**config.mk**
```make
export PLATFORM = sky130hd
export DESIGN_NAME = sliding_window_maximum
export DESIGN_NICKNAME = d
export VERILOG_FILES = /design/src/hw/rtl/swm_pkg.sv /design/src/hw/rtl/swm_cfg.sv /design/src/hw/rtl/swm_dpath.sv /design/src/hw/rtl/swm_ctrl.sv /design/src/hw/rtl/sliding_window_maximum.sv
export SDC_FILE = /design/constraint.sdc
export NUM_CORES = 2
export LEC_CHECK = 0
export ABC_CLOCK_PERIOD_IN_PS = 8500
export BUFFER_PORTS_ARGS = -buffer_cell sky130_fd_sc_hd__buf_4
export CAP_MARGIN = 15
export CORE_MARGIN = 2
export CORE_UTILIZATION = 30
export CTS_BUF_LIST = sky130_fd_sc_hd__clkbuf_4
export DETAILED_ROUTE_END_ITERATION = 12
export PLACE_DENSITY = 0.48
export REMOVE_ABC_BUFFERS = 1
export SYNTH_ARGS = -nofsm -noshare
export SYNTH_HDL_FRONTEND = slang
export SYNTH_HIERARCHICAL = 1
export SYNTH_SLANG_ARGS = --single-unit
```
**constraint.sdc**
```tcl
create_clock -name clk_i -period 8.5 [get_ports clk_i]
set_clock_uncertainty 0.15 [all_clocks]
set_input_delay 0.425 -clock clk_i [delete_from_list [all_inputs] [get_ports clk_i]]
set_output_delay 0.425 -clock clk_i [all_outputs]
set_load 0.005 [all_outputs]
```
**src/hw/rtl/swm_pkg.sv**
```systemverilog
`timescale 1ns / 1ps
// ----------------------------------------------------------------------------
// swm_pkg
// Shared widths and controller/datapath interface types of the sliding
// window maximum block.
// ----------------------------------------------------------------------------
package swm_pkg;

  localparam int CFG_W      = 7;   // window_size register width
  localparam int APB_ADDR_W = 3;
  localparam int APB_DATA_W = 32;

  // Commands from the controller to the datapath
  typedef struct packed {
    logic load;     // capture the incoming item
    logic retire;   // drop the front candidate
    logic pop;      // drop the back candidate
    logic append;   // push the held sample as the newest candidate
    logic finish;   // emit the result if the window is full, clear on last
  } swm_cmd_t;

  // Status from the datapath to the controller
  typedef struct packed {
    logic empty;          // no live candidates
    logic front_expired;  // front candidate has left the window
    logic back_smaller;   // back candidate is below the held sample
    logic window_full;    // enough samples seen to give a result
    logic out_busy;       // output register full and stalled
  } swm_status_t;

endpackage

```
**src/hw/rtl/swm_cfg.sv**
```systemverilog
`timescale 1ns / 1ps
// ----------------------------------------------------------------------------
// swm_cfg
// APB-style register port holding the window_size register.
// ----------------------------------------------------------------------------
module swm_cfg
  import swm_pkg::*;
(
  input  logic                  clk_i,
  input  logic                  rst_ni,
  input  logic                  psel,
  input  logic                  penable,
  input  logic                  pwrite,
  input  logic [APB_ADDR_W-1:0] paddr,
  input  logic [APB_DATA_W-1:0] pwdata,
  output logic [APB_DATA_W-1:0] prdata,
  output logic                  pready,
  output logic [CFG_W-1:0]      window_size_o
);

  localparam logic             REG_WINDOW_SIZE = 1'b0;  // word select bit
  localparam logic [CFG_W-1:0] WINDOW_SIZE_RST = 7'd1;

  logic [CFG_W-1:0] window_size_q;
  logic             wr_en;

  assign pready = 1'b1;
  assign wr_en  = psel && penable && pwrite && (paddr[2] == REG_WINDOW_SIZE);

  always_ff @(posedge clk_i or negedge rst_ni) begin
    if (!rst_ni) begin
      window_size_q <= WINDOW_SIZE_RST;
    end else if (wr_en) begin
      window_size_q <= pwdata[CFG_W-1:0];
    end
  end

  assign prdata        = (paddr[2] == REG_WINDOW_SIZE) ? APB_DATA_W'(window_size_q) : '0;
  assign window_size_o = window_size_q;

endmodule

```
**src/hw/rtl/swm_dpath.sv**
```systemverilog
`timescale 1ns / 1ps
// ----------------------------------------------------------------------------
// swm_dpath
// Candidate ring memory, ring pointers, sequence counters, compares and the
// output register of the sliding window maximum block.
// ----------------------------------------------------------------------------
module swm_dpath
  import swm_pkg::*;
#(
  parameter int WINDOW_MAX   = 64,
  parameter int SAMPLE_WIDTH = 16
) (
  input  logic                           clk_i,
  input  logic                           rst_ni,
  input  swm_cmd_t                       cmd_i,
  output swm_status_t                    status_o,
  input  logic [CFG_W-1:0]               window_size_i,
  input  logic signed [SAMPLE_WIDTH-1:0] sample_i,
  input  logic                           last_sample_i,
  input  logic                           out_stall_i,
  output logic                           out_valid_o,
  output logic signed [SAMPLE_WIDTH-1:0] window_max_o,
  output logic                           last_result_o
);

  localparam int IW      = (WINDOW_MAX > 1) ? $clog2(WINDOW_MAX) : 1;
  localparam int POS_MOD = 2 * WINDOW_MAX;
  localparam int PW      = $clog2(POS_MOD);
  localparam int CW      = $clog2(WINDOW_MAX + 1);
  localparam int WW      = (CFG_W > CW) ? CFG_W : CW;
  localparam int EW      = SAMPLE_WIDTH + PW;

  localparam logic [IW-1:0] IDX_LAST = IW'(WINDOW_MAX - 1);
  localparam logic [PW-1:0] POS_LAST = PW'(POS_MOD - 1);

  logic [IW-1:0] head_q, head_d, tail_q, tail_d, back_addr;
  logic [CW-1:0] count_q, count_d;
  logic [PW-1:0] seen_q, seen_d, pos_q, pos_d;

  logic signed [SAMPLE_WIDTH-1:0] sample_q;
  logic                           last_q;

  logic [EW-1:0] mem [WINDOW_MAX];
  logic [EW-1:0] rd_front_q, rd_back_q, wr_entry;

  logic                           out_valid_q;
  logic signed [SAMPLE_WIDTH-1:0] out_max_q;
  logic                           out_last_q;

  logic [WW-1:0]                  ws_ext, win;
  logic [PW-1:0]                  front_pos;
  logic [PW:0]                    age;
  logic signed [SAMPLE_WIDTH-1:0] front_val, back_val;
  logic                           emit;

  // Effective window: zero counts as one, saturate at the ring depth
  assign ws_ext = WW'(window_size_i);
  always_comb begin
    if (ws_ext == '0) begin
      win = WW'(1);
    end else if (ws_ext > WW'(WINDOW_MAX)) begin
      win = WW'(WINDOW_MAX);
    end else begin
      win = ws_ext;
    end
  end

  always_comb begin
    head_d  = head_q;
    tail_d  = tail_q;
    count_d = count_q;
    seen_d  = seen_q;
    pos_d   = pos_q;
    if (cmd_i.retire) begin
      head_d  = (head_q == IDX_LAST) ? '0 : head_q + 1'b1;
      count_d = count_q - 1'b1;
    end
    if (cmd_i.pop) begin
      tail_d  = (tail_q == '0) ? IDX_LAST : tail_q - 1'b1;
      count_d = count_q - 1'b1;
    end
    if (cmd_i.append) begin
      tail_d  = (tail_q == IDX_LAST) ? '0 : tail_q + 1'b1;
      count_d = count_q + 1'b1;
      pos_d   = (pos_q == POS_LAST) ? '0 : pos_q + 1'b1;
      if (seen_q != POS_LAST) begin
        seen_d = seen_q + 1'b1;
      end
    end
    // end of sequence: drop every candidate and restart the counters
    if (cmd_i.finish && last_q) begin
      head_d  = '0;
      tail_d  = '0;
      count_d = '0;
      seen_d  = '0;
      pos_d   = '0;
    end
  end

  always_ff @(posedge clk_i or negedge rst_ni) begin
    if (!rst_ni) begin
      head_q      <= '0;
      tail_q      <= '0;
      count_q     <= '0;
      seen_q      <= '0;
      pos_q       <= '0;
      out_valid_q <= 1'b0;
    end else begin
      head_q  <= head_d;
      tail_q  <= tail_d;
      count_q <= count_d;
      seen_q  <= seen_d;
      pos_q   <= pos_d;
      if (emit) begin
        out_valid_q <= 1'b1;
      end else if (!out_stall_i) begin
        out_valid_q <= 1'b0;
      end
    end
  end

  always_ff @(posedge clk_i) begin
    if (cmd_i.load) begin
      sample_q <= sample_i;
      last_q   <= last_sample_i;
    end
    if (emit) begin
      out_max_q  <= front_val;
      out_last_q <= last_q;
    end
  end

  // Ring memory: read ports follow the next front and back, so the
  // registered data always matches the current pointers
  assign back_addr = (tail_d == '0) ? IDX_LAST : tail_d - 1'b1;
  assign wr_entry  = {sample_q, pos_q};

  always_ff @(posedge clk_i) begin
    if (cmd_i.append) begin
      mem[tail_q] <= wr_entry;
    end
    rd_front_q <= (cmd_i.append && (tail_q == head_d))    ? wr_entry : mem[head_d];
    rd_back_q  <= (cmd_i.append && (tail_q == back_addr)) ? wr_entry : mem[back_addr];
  end

  assign front_pos = rd_front_q[PW-1:0];
  assign front_val = signed'(rd_front_q[EW-1:PW]);
  assign back_val  = signed'(rd_back_q[EW-1:PW]);

  // Age of the front candidate, modulo the position range
  always_comb begin
    if (pos_q >= front_pos) begin
      age = {1'b0, pos_q} - {1'b0, front_pos};
    end else begin
      age = {1'b0, pos_q} + (PW+1)'(POS_MOD) - {1'b0, front_pos};
    end
  end

  assign status_o.empty         = (count_q == '0);
  assign status_o.front_expired = (age >= win);
  assign status_o.back_smaller  = (back_val < sample_q);
  assign status_o.window_full   = (seen_q >= win);
  assign status_o.out_busy      = out_valid_q && out_stall_i;

  assign emit = cmd_i.finish && status_o.window_full;

  assign out_valid_o   = out_valid_q;
  assign window_max_o  = out_max_q;
  assign last_result_o = out_last_q;

`ifndef NO_ASSERTIONS
  a_count_bound: assert property (@(posedge clk_i) disable iff (!rst_ni)
    count_q <= WINDOW_MAX)
    else $error("candidate count above ring depth");

  a_walk_nonempty: assert property (@(posedge clk_i) disable iff (!rst_ni)
    (cmd_i.retire || cmd_i.pop) |-> (count_q != '0))
    else $error("candidate dropped from an empty ring");

  a_no_overwrite: assert property (@(posedge clk_i) disable iff (!rst_ni)
    emit |-> !status_o.out_busy)
    else $error("result written over a stalled result");

  a_seq_clear: assert property (@(posedge clk_i) disable iff (!rst_ni)
    (cmd_i.finish && last_q) |=> (count_q == '0 && seen_q == '0 && pos_q == '0))
    else $error("sequence state not cleared after last item");
`endif

endmodule

```
**src/hw/rtl/swm_ctrl.sv**
```systemverilog
`timescale 1ns / 1ps
// ----------------------------------------------------------------------------
// swm_ctrl
// Sequencer of the sliding window maximum block: walks the candidate ring
// for each item and issues commands to the datapath.
// ----------------------------------------------------------------------------
module swm_ctrl
  import swm_pkg::*;
(
  input  logic        clk_i,
  input  logic        rst_ni,
  input  logic        in_valid_i,
  output logic        in_stall_o,
  input  swm_status_t status_i,
  output swm_cmd_t    cmd_o
);

  typedef enum logic [3:0] {
    S_IDLE   = 4'b0001,
    S_RETIRE = 4'b0010,
    S_POP    = 4'b0100,
    S_EMIT   = 4'b1000
  } swm_state_e;

  swm_state_e state_q, state_d;

  always_comb begin
    state_d    = state_q;
    cmd_o      = '0;
    in_stall_o = 1'b1;
    unique case (state_q)
      S_IDLE: begin
        in_stall_o = 1'b0;
        if (in_valid_i) begin
          cmd_o.load = 1'b1;
          state_d    = S_RETIRE;
        end
      end
      S_RETIRE: begin
        if (!status_i.empty && status_i.front_expired) begin
          cmd_o.retire = 1'b1;
        end else begin
          state_d = S_POP;
        end
      end
      S_POP: begin
        if (!status_i.empty && status_i.back_smaller) begin
          cmd_o.pop = 1'b1;
        end else begin
          cmd_o.append = 1'b1;
          state_d      = S_EMIT;
        end
      end
      S_EMIT: begin
        // hold while a result is due and the output is still stalled
        if (!(status_i.window_full && status_i.out_busy)) begin
          cmd_o.finish = 1'b1;
          in_stall_o   = 1'b0;
          if (in_valid_i) begin
            cmd_o.load = 1'b1;
            state_d    = S_RETIRE;
          end else begin
            state_d = S_IDLE;
          end
        end
      end
      default: begin
        state_d = S_IDLE;
      end
    endcase
  end

  always_ff @(posedge clk_i or negedge rst_ni) begin
    if (!rst_ni) begin
      state_q <= S_IDLE;
    end else begin
      state_q <= state_d;
    end
  end

`ifndef NO_ASSERTIONS
  a_accept_state: assert property (@(posedge clk_i) disable iff (!rst_ni)
    (in_valid_i && !in_stall_o) |-> (state_q == S_IDLE || state_q == S_EMIT))
    else $error("item taken in the middle of a ring walk");

  a_single_op: assert property (@(posedge clk_i) disable iff (!rst_ni)
    $onehot0({cmd_o.retire, cmd_o.pop, cmd_o.append, cmd_o.finish}))
    else $error("more than one ring operation in a cycle");

  a_append_then_emit: assert property (@(posedge clk_i) disable iff (!rst_ni)
    cmd_o.append |=> (state_q == S_EMIT))
    else $error("append not followed by result step");
`endif

endmodule

```
**src/hw/rtl/sliding_window_maximum.sv**
```systemverilog
`timescale 1ns / 1ps
// ----------------------------------------------------------------------------
// sliding_window_maximum
// Running maximum of the last window_size signed samples, kept as a
// monotonic candidate deque in a ring memory.
// ----------------------------------------------------------------------------
// Each item walks the candidate ring: candidates that have left the window
// are retired from the front, smaller candidates are dropped from the back
// and the held sample is appended; every item adds one candidate, so each
// candidate is dropped at most once. The walk is set by the ring memory:
// one candidate is checked and dropped per cycle through the registered
// front and back read ports. A new item is taken in the result cycle of the
// previous one, and a finished result waits in the output register without
// holding back the next item unless that item's result is due while the
// output is stalled. No result is given until window_size samples of the
// current sequence have arrived; an item with last_sample set closes the
// sequence and clears all candidates. The user must write window_size
// (register 0) only while the block is idle; the block does not enforce it.
// ----------------------------------------------------------------------------
module sliding_window_maximum
  import swm_pkg::*;
#(
  parameter int WINDOW_MAX   = 64,
  parameter int SAMPLE_WIDTH = 16
) (
  input  logic                           clk_i,
  input  logic                           rst_ni,
  input  logic                           psel,
  input  logic                           penable,
  input  logic                           pwrite,
  input  logic [APB_ADDR_W-1:0]          paddr,
  input  logic [APB_DATA_W-1:0]          pwdata,
  output logic [APB_DATA_W-1:0]          prdata,
  output logic                           pready,
  input  logic                           in_valid_i,
  output logic                           in_stall_o,
  input  logic signed [SAMPLE_WIDTH-1:0] sample_i,
  input  logic                           last_sample_i,
  output logic                           out_valid_o,
  input  logic                           out_stall_i,
  output logic signed [SAMPLE_WIDTH-1:0] window_max_o,
  output logic                           last_result_o
);

  logic [CFG_W-1:0] window_size;
  swm_cmd_t         cmd;
  swm_status_t      status;

  swm_cfg u_cfg (
    .clk_i         (clk_i),
    .rst_ni        (rst_ni),
    .psel          (psel),
    .penable       (penable),
    .pwrite        (pwrite),
    .paddr         (paddr),
    .pwdata        (pwdata),
    .prdata        (prdata),
    .pready        (pready),
    .window_size_o (window_size)
  );

  swm_ctrl u_ctrl (
    .clk_i      (clk_i),
    .rst_ni     (rst_ni),
    .in_valid_i (in_valid_i),
    .in_stall_o (in_stall_o),
    .status_i   (status),
    .cmd_o      (cmd)
  );

  swm_dpath #(
    .WINDOW_MAX   (WINDOW_MAX),
    .SAMPLE_WIDTH (SAMPLE_WIDTH)
  ) u_dpath (
    .clk_i         (clk_i),
    .rst_ni        (rst_ni),
    .cmd_i         (cmd),
    .status_o      (status),
    .window_size_i (window_size),
    .sample_i      (sample_i),
    .last_sample_i (last_sample_i),
    .out_stall_i   (out_stall_i),
    .out_valid_o   (out_valid_o),
    .window_max_o  (window_max_o),
    .last_result_o (last_result_o)
  );

endmodule

```
Yosys cells after proc, flatten, opt, wreduce, memory -nomap -nowiden. Memory sizes are Yosys's and may differ from the RTL's. A register that Yosys moved wholly into a read port is not among the register bits. Cells that the tools add are included.

Add/subtract/negate cells: 11. Order comparisons: 5. Equality and inequality tests: 13. Muxes and demuxes: 45. Bitwise logic cells: 1. Reduce and logical (&&, ||, !) cells: 19.

Operator list (number): $mux 7 (13); $mux 6 (9); $add 7x1->7 const B (3); $lt 16x16->1 (1); $mux 4 (4); $pmux 4 s4 (1); $ge 7x7->1 (2); $logic_not 7->1 (2); $mux 1 (13); $add 6x1->6 const B (2); $eq 6x6->1 const B (2); $logic_not 6->1 (2); $sub 6x1->6 const B (2); $logic_and 1x1->1 (9); $add 7x8->8 const B (1); $ge 8x7->1 (1); $mux 8 (1); $ne 2x2->1 const B (4); $sub 7x7->8 (1); $sub 8x7->8 (1); $eq 7x7->1 const B (1); $gt 7x7->1 const B (1); $ne 7x7->1 const B (1); $sub 7x1->7 const B (1); other kinds (13) (16).

Flip-flop bits (word level): 79. RAM bits: 1472. Word-level logic and storage cells: 107. Memories: 1.

Memories: u_dpath.mem (depth 64, width 23, rd ports 2, clocked after memory_dff 2, wr ports 1, line swm_dpath.sv:43) `logic [EW-1:0] mem [WINDOW_MAX];`.

Logic depth before layout (Yosys ltp).
Depth in word-level cells: 11. Gate-level depth with buffers: 26.

Hierarchy. Netlist, hierarchy kept.

Modules (own cells, without submodules): swm_dpath (instances 1, cells each 2995, area each 68187.9 µm²); swm_cfg (instances 1, cells each 50, area each 543.0 µm²); swm_ctrl (instances 1, cells each 32, area each 289.0 µm²).

Worst setup path after synthesis. OpenSTA, ideal clock, no wires.

Path kind: register to register. Start point: reg with a tool-made name. End point: mem u_dpath/mem[55][0] (netlist name), enable pin. Library setup time: 0.403 ns. Arrival time: 6.003 ns. Data required time: 7.947 ns. Setup slack: 1.944 ns. Cell stages (with the launch flop): 22. Period minus slack after synthesis: 6.556 ns. Cells stage by stage: dfxtp_1 buf_4 buf_2 buf_2 buf_1 mux4_2 mux4_2 mux4_2 ha_1 a21oi_1 nand2_1 nand3_1 a21oi_1 a2111oi_0 o41ai_1 xor2_1 nand2b_1 and3_1 clkbuf_1 clkbuf_1 nand4_1 nor2_1.

RTL lines (line): end, declared (swm_dpath.sv:43).

==> impl_metrics.csv <==
group,metric,value,unit
grt,antenna_found_initial,20,
setup_path,critPathArrivalTime,8.75,ns
pwr,finalPower,25.2,mW
clock_tree,cts-root-buf,"clkbuf_4",
clock_tree,clkLatencyLatePin,1.36,ns
job,cap_violations,0,
timing,rsz0062_at_grt,"false",
timing,finalCritPeriodShare,0.899,
synthesis,ys_seq_area_frac,0.675,
clock_tree,cts_hold_buf,69,
synthesis,yosys_register_bits,1563,
synthesis,synth-main-ff-cell,"edfxtp_1",
floorplan,die_w,484,µm
detailed_routing,detail_route.iter0.violations,3434,
setup_path,crit_type,"reg -> reg",
detailed_routing,num_vias,35800,
timing,slew_violations,0,
grt,grt_overflow,0,
pwr,cellLeakagePower,25.6,nW
timing,min_period,7.64,ns
floorplan,initial_core_util,0.301,
timing,worst_slew_pin_slew,1.19,ns
floorplan,dieHeight,484,µm
setup_path,cp_max_fo,33,
placed_design,routabilityCongestion,0.771,
synthesis,syn_avg_cell_area,22.4,µm²
setup_path,crit_required,9.61,ns
pwr,peakVddDrop,0.219,mV
cells_and_area,layout.nets,3702,
synthesis,syn-instance-count,3077,
floorplan,std_cell_rows,176,
timing,fmax,131,MHz
cells_and_area,final_cell_mix,"edfxtp_1 (1506), mux4_2 (811), clkbuf_4 (618)",
detailed_routing,wire_per_inst,28.6,µm
grt,grt_start_max_net_pins,127,
min_path,min_from,"sample_i[10]",
detailed_routing,wl,197,mm
detailed_routing,drtAntennaViolNets,0,
synthesis,synth_cell_types,66,
cells_and_area,postLayoutCellArea,0.0801,mm²
detailed_routing,route.detailed.drc,0,
synthesis,synth_warnings,6,
floorplan,die-area,0.234,mm²
synthesis,synth-edff-count,1506,
grt,grt_pass1_vias,37600,
setup_path,worst_setup_path_end_kind,"flop",
cells_and_area,utilization,0.349,
timing,setup_viol,0,
cells_and_area,area_delta_synth_final,16.0,%
clock_tree,path_clk_slew,0.06,ns
clock_tree,clock-sinks,1563,
cells_and_area,fillers,21500,
cells_and_area,final_common_cell,"edfxtp_1",
clock_tree,cts_tree,"done",
synthesis,syn_area,0.0690,mm²
setup_path,ff2ff_path_depth,21,
setup_path,startpoint_type,"flop",
clock_tree,postCtsSetupBuffers,0,
min_path,hold_end,"u_dpath/sample_q[10]",
placed_design,place_area,0.0742,mm²
clock_tree,htreeDepth,5,
clock_tree,clockBufferDepth,4,
placed_design,numPortBuffers,57,
outcome,status,"finished clean",
timing,whs,0.219,ns
timing,final.setup.tns,0,ns
floorplan,core-area,0.229,mm²
pwr,p_per_area,314,mW/mm²
placed_design,dp_hpwl,117,mm
synthesis,async_flop_share,0.0288,
cells_and_area,drive_gt1_frac,0.459,
grt,grt_pass1_wl,281,mm
detailed_routing,firstDrtPassIters,5,
clock_tree,cts_made_buffers,429,
clock_tree,postCtsResizedCells,0,
min_path,min_path_type,"in -> reg",
timing,slew-limit-headroom,0.205,
detailed_routing,viasPerCell,5.18,
floorplan,io-pin-count,111,
min_path,hold_depth,3,
grt,grt_usage,0.168,
setup_path,reg2reg_slack,0.86,ns
timing,hold_viol,0,
-- registers in the layout, summed over array words and instances (netlist names), named ones only --
name                   cells
u_dpath/pos_q              7
u_dpath/head_q             6
u_dpath/count_q            7
u_dpath/last_q             1
u_dpath/seen_q             7
u_dpath/out_valid_o        1
u_dpath/tail_q             6
u_dpath/mem             1472
u_dpath/sample_q          16
u_dpath/window_max_o      16
u_ctrl/state_q             4
u_cfg/window_size_o        7
u_dpath/last_result_o      1
-- how the worst max path moves through the flow --
stage	start	to	slack (ns)	depth (start not counted)
2_1_floorplan	flop	u_dpath/head_q[0]	-11.07	18
3_5_place_dp	flop	u_dpath/mem[40][15]	0.96	18
4_1_cts	flop	flop	0.90	21
3_3_place_gp	flop	u_dpath/count_q[6]	0.81	24
6_report	flop	flop	0.86	21
5_1_grt	flop	flop	0.33	21
-- report_power, final --
group / switching, mW / internal (mW) / leakage, nW
combinational: 4.91 / 4.28 / 8.42
clock: 3.08 / 3.41 / 3.08
sequential: 0.457 / 9.03 / 14.1
total: 8.45 / 16.7 / 25.6
-- area by class of cell --
type | instances | area [µm²] | share of cell area
timing repair buffer | 288 | 2580 | 0.0322
multi-input combinational | 1271 | 21800 | 0.272
clock buffer | 618 | 4640 | 0.0579
clock inverter | 96 | 483 | 0.00603
tap | 3026 | 3790 | 0.0473
antenna | 4 | 10.0 | 0.000125
sequential | 1563 | 46600 | 0.582
inverter | 41 | 159 | 0.00198
-- through the flow --
| step | instances | setup slack (ns) |
|---|---|---|
| 6_report | 6907 | 0.860 |
| 5_1_grt | 6904 | 0.334 |
| 4_1_cts | 6903 | 0.895 |
| 3_5_place_dp | 6120 | 0.959 |
| 3_3_place_gp | 6120 | 0.812 |
| 2_1_floorplan | 2875 | -11.07 |
-- cell families after synthesis --
group / Yosys count / share of synthesized area
buffers and inverters: 267 / 0.0177
AO/OA/AOI/OAI: 100 / 0.00990
other: 2 / 0.000109
multiplexers: 828 / 0.267
XOR/XNOR: 27 / 0.00343
AND/OR/NAND/NOR: 241 / 0.0174
flip-flops: 1563 / 0.675
adder cells (fa/ha/maj): 49 / 0.00910
-- synthesized netlist by cell type (4+ instances only) --
library cell | number | area [µm²]
a311oi_1 | 4 | 35.0
nand2b_1 | 8 | 50.1
o21ai_0 | 17 | 85.1
a21o_1 | 21 | 158
o31ai_1 | 5 | 37.5
edfxtp_1 | 1506 | 45200
dfxtp_1 | 12 | 240
nor2_1 | 100 | 375
buf_4 | 35 | 263
and3_1 | 6 | 37.5
buf_1 | 33 | 124
nand3_1 | 19 | 95.1
nand3b_1 | 5 | 37.5
nor4b_1 | 4 | 35.0
nand4_1 | 12 | 75.1
mux2i_1 | 9 | 90.1
clkbuf_1 | 91 | 342
inv_1 | 39 | 146
mux2_2 | 8 | 90.1
or3_1 | 4 | 25.0
nor3_1 | 6 | 30.0
nand2_1 | 44 | 165
buf_2 | 66 | 330
xor2_1 | 18 | 158
and2_1 | 4 | 25.0
dfrtp_1 | 43 | 1080
xnor2_1 | 9 | 78.8
ha_1 | 47 | 588
and2b_2 | 7 | 61.3
nor2b_1 | 7 | 43.8
a21oi_1 | 22 | 110
mux4_2 | 811 | 18300
-- metal layers --
layer	track usage	up-vias	wire [µm]
met1	0.227	19500	84500
met4	0.0495	0	4220
met2	0.274	1266	96400
li1	-	14700	-
met3	0.0359	291	12300
met5	0	-	0
-- critical path: stages, from the launching register on --
cell and delay (ns):
dfxtp_4 0.76, buf_12 0.37, mux4_2 0.56, mux4_2 0.55, mux4_2 0.50, ha_1 0.34, nand3_1 0.18, nor2_1 0.07
nand2_1 0.16, a21oi_1 0.07, a2111oi_0 0.40, o41ai_1 0.17, xor2_1 0.60, nand2b_1 0.23, nor2_1 0.14, buf_4 0.19
nor4b_1 0.50, nand2_1 0.14, xnor2_1 0.14, o311ai_0 0.87, a311oi_1 0.21, a21oi_1 0.18
Note: power is estimated with default switching activity, not from simulation.
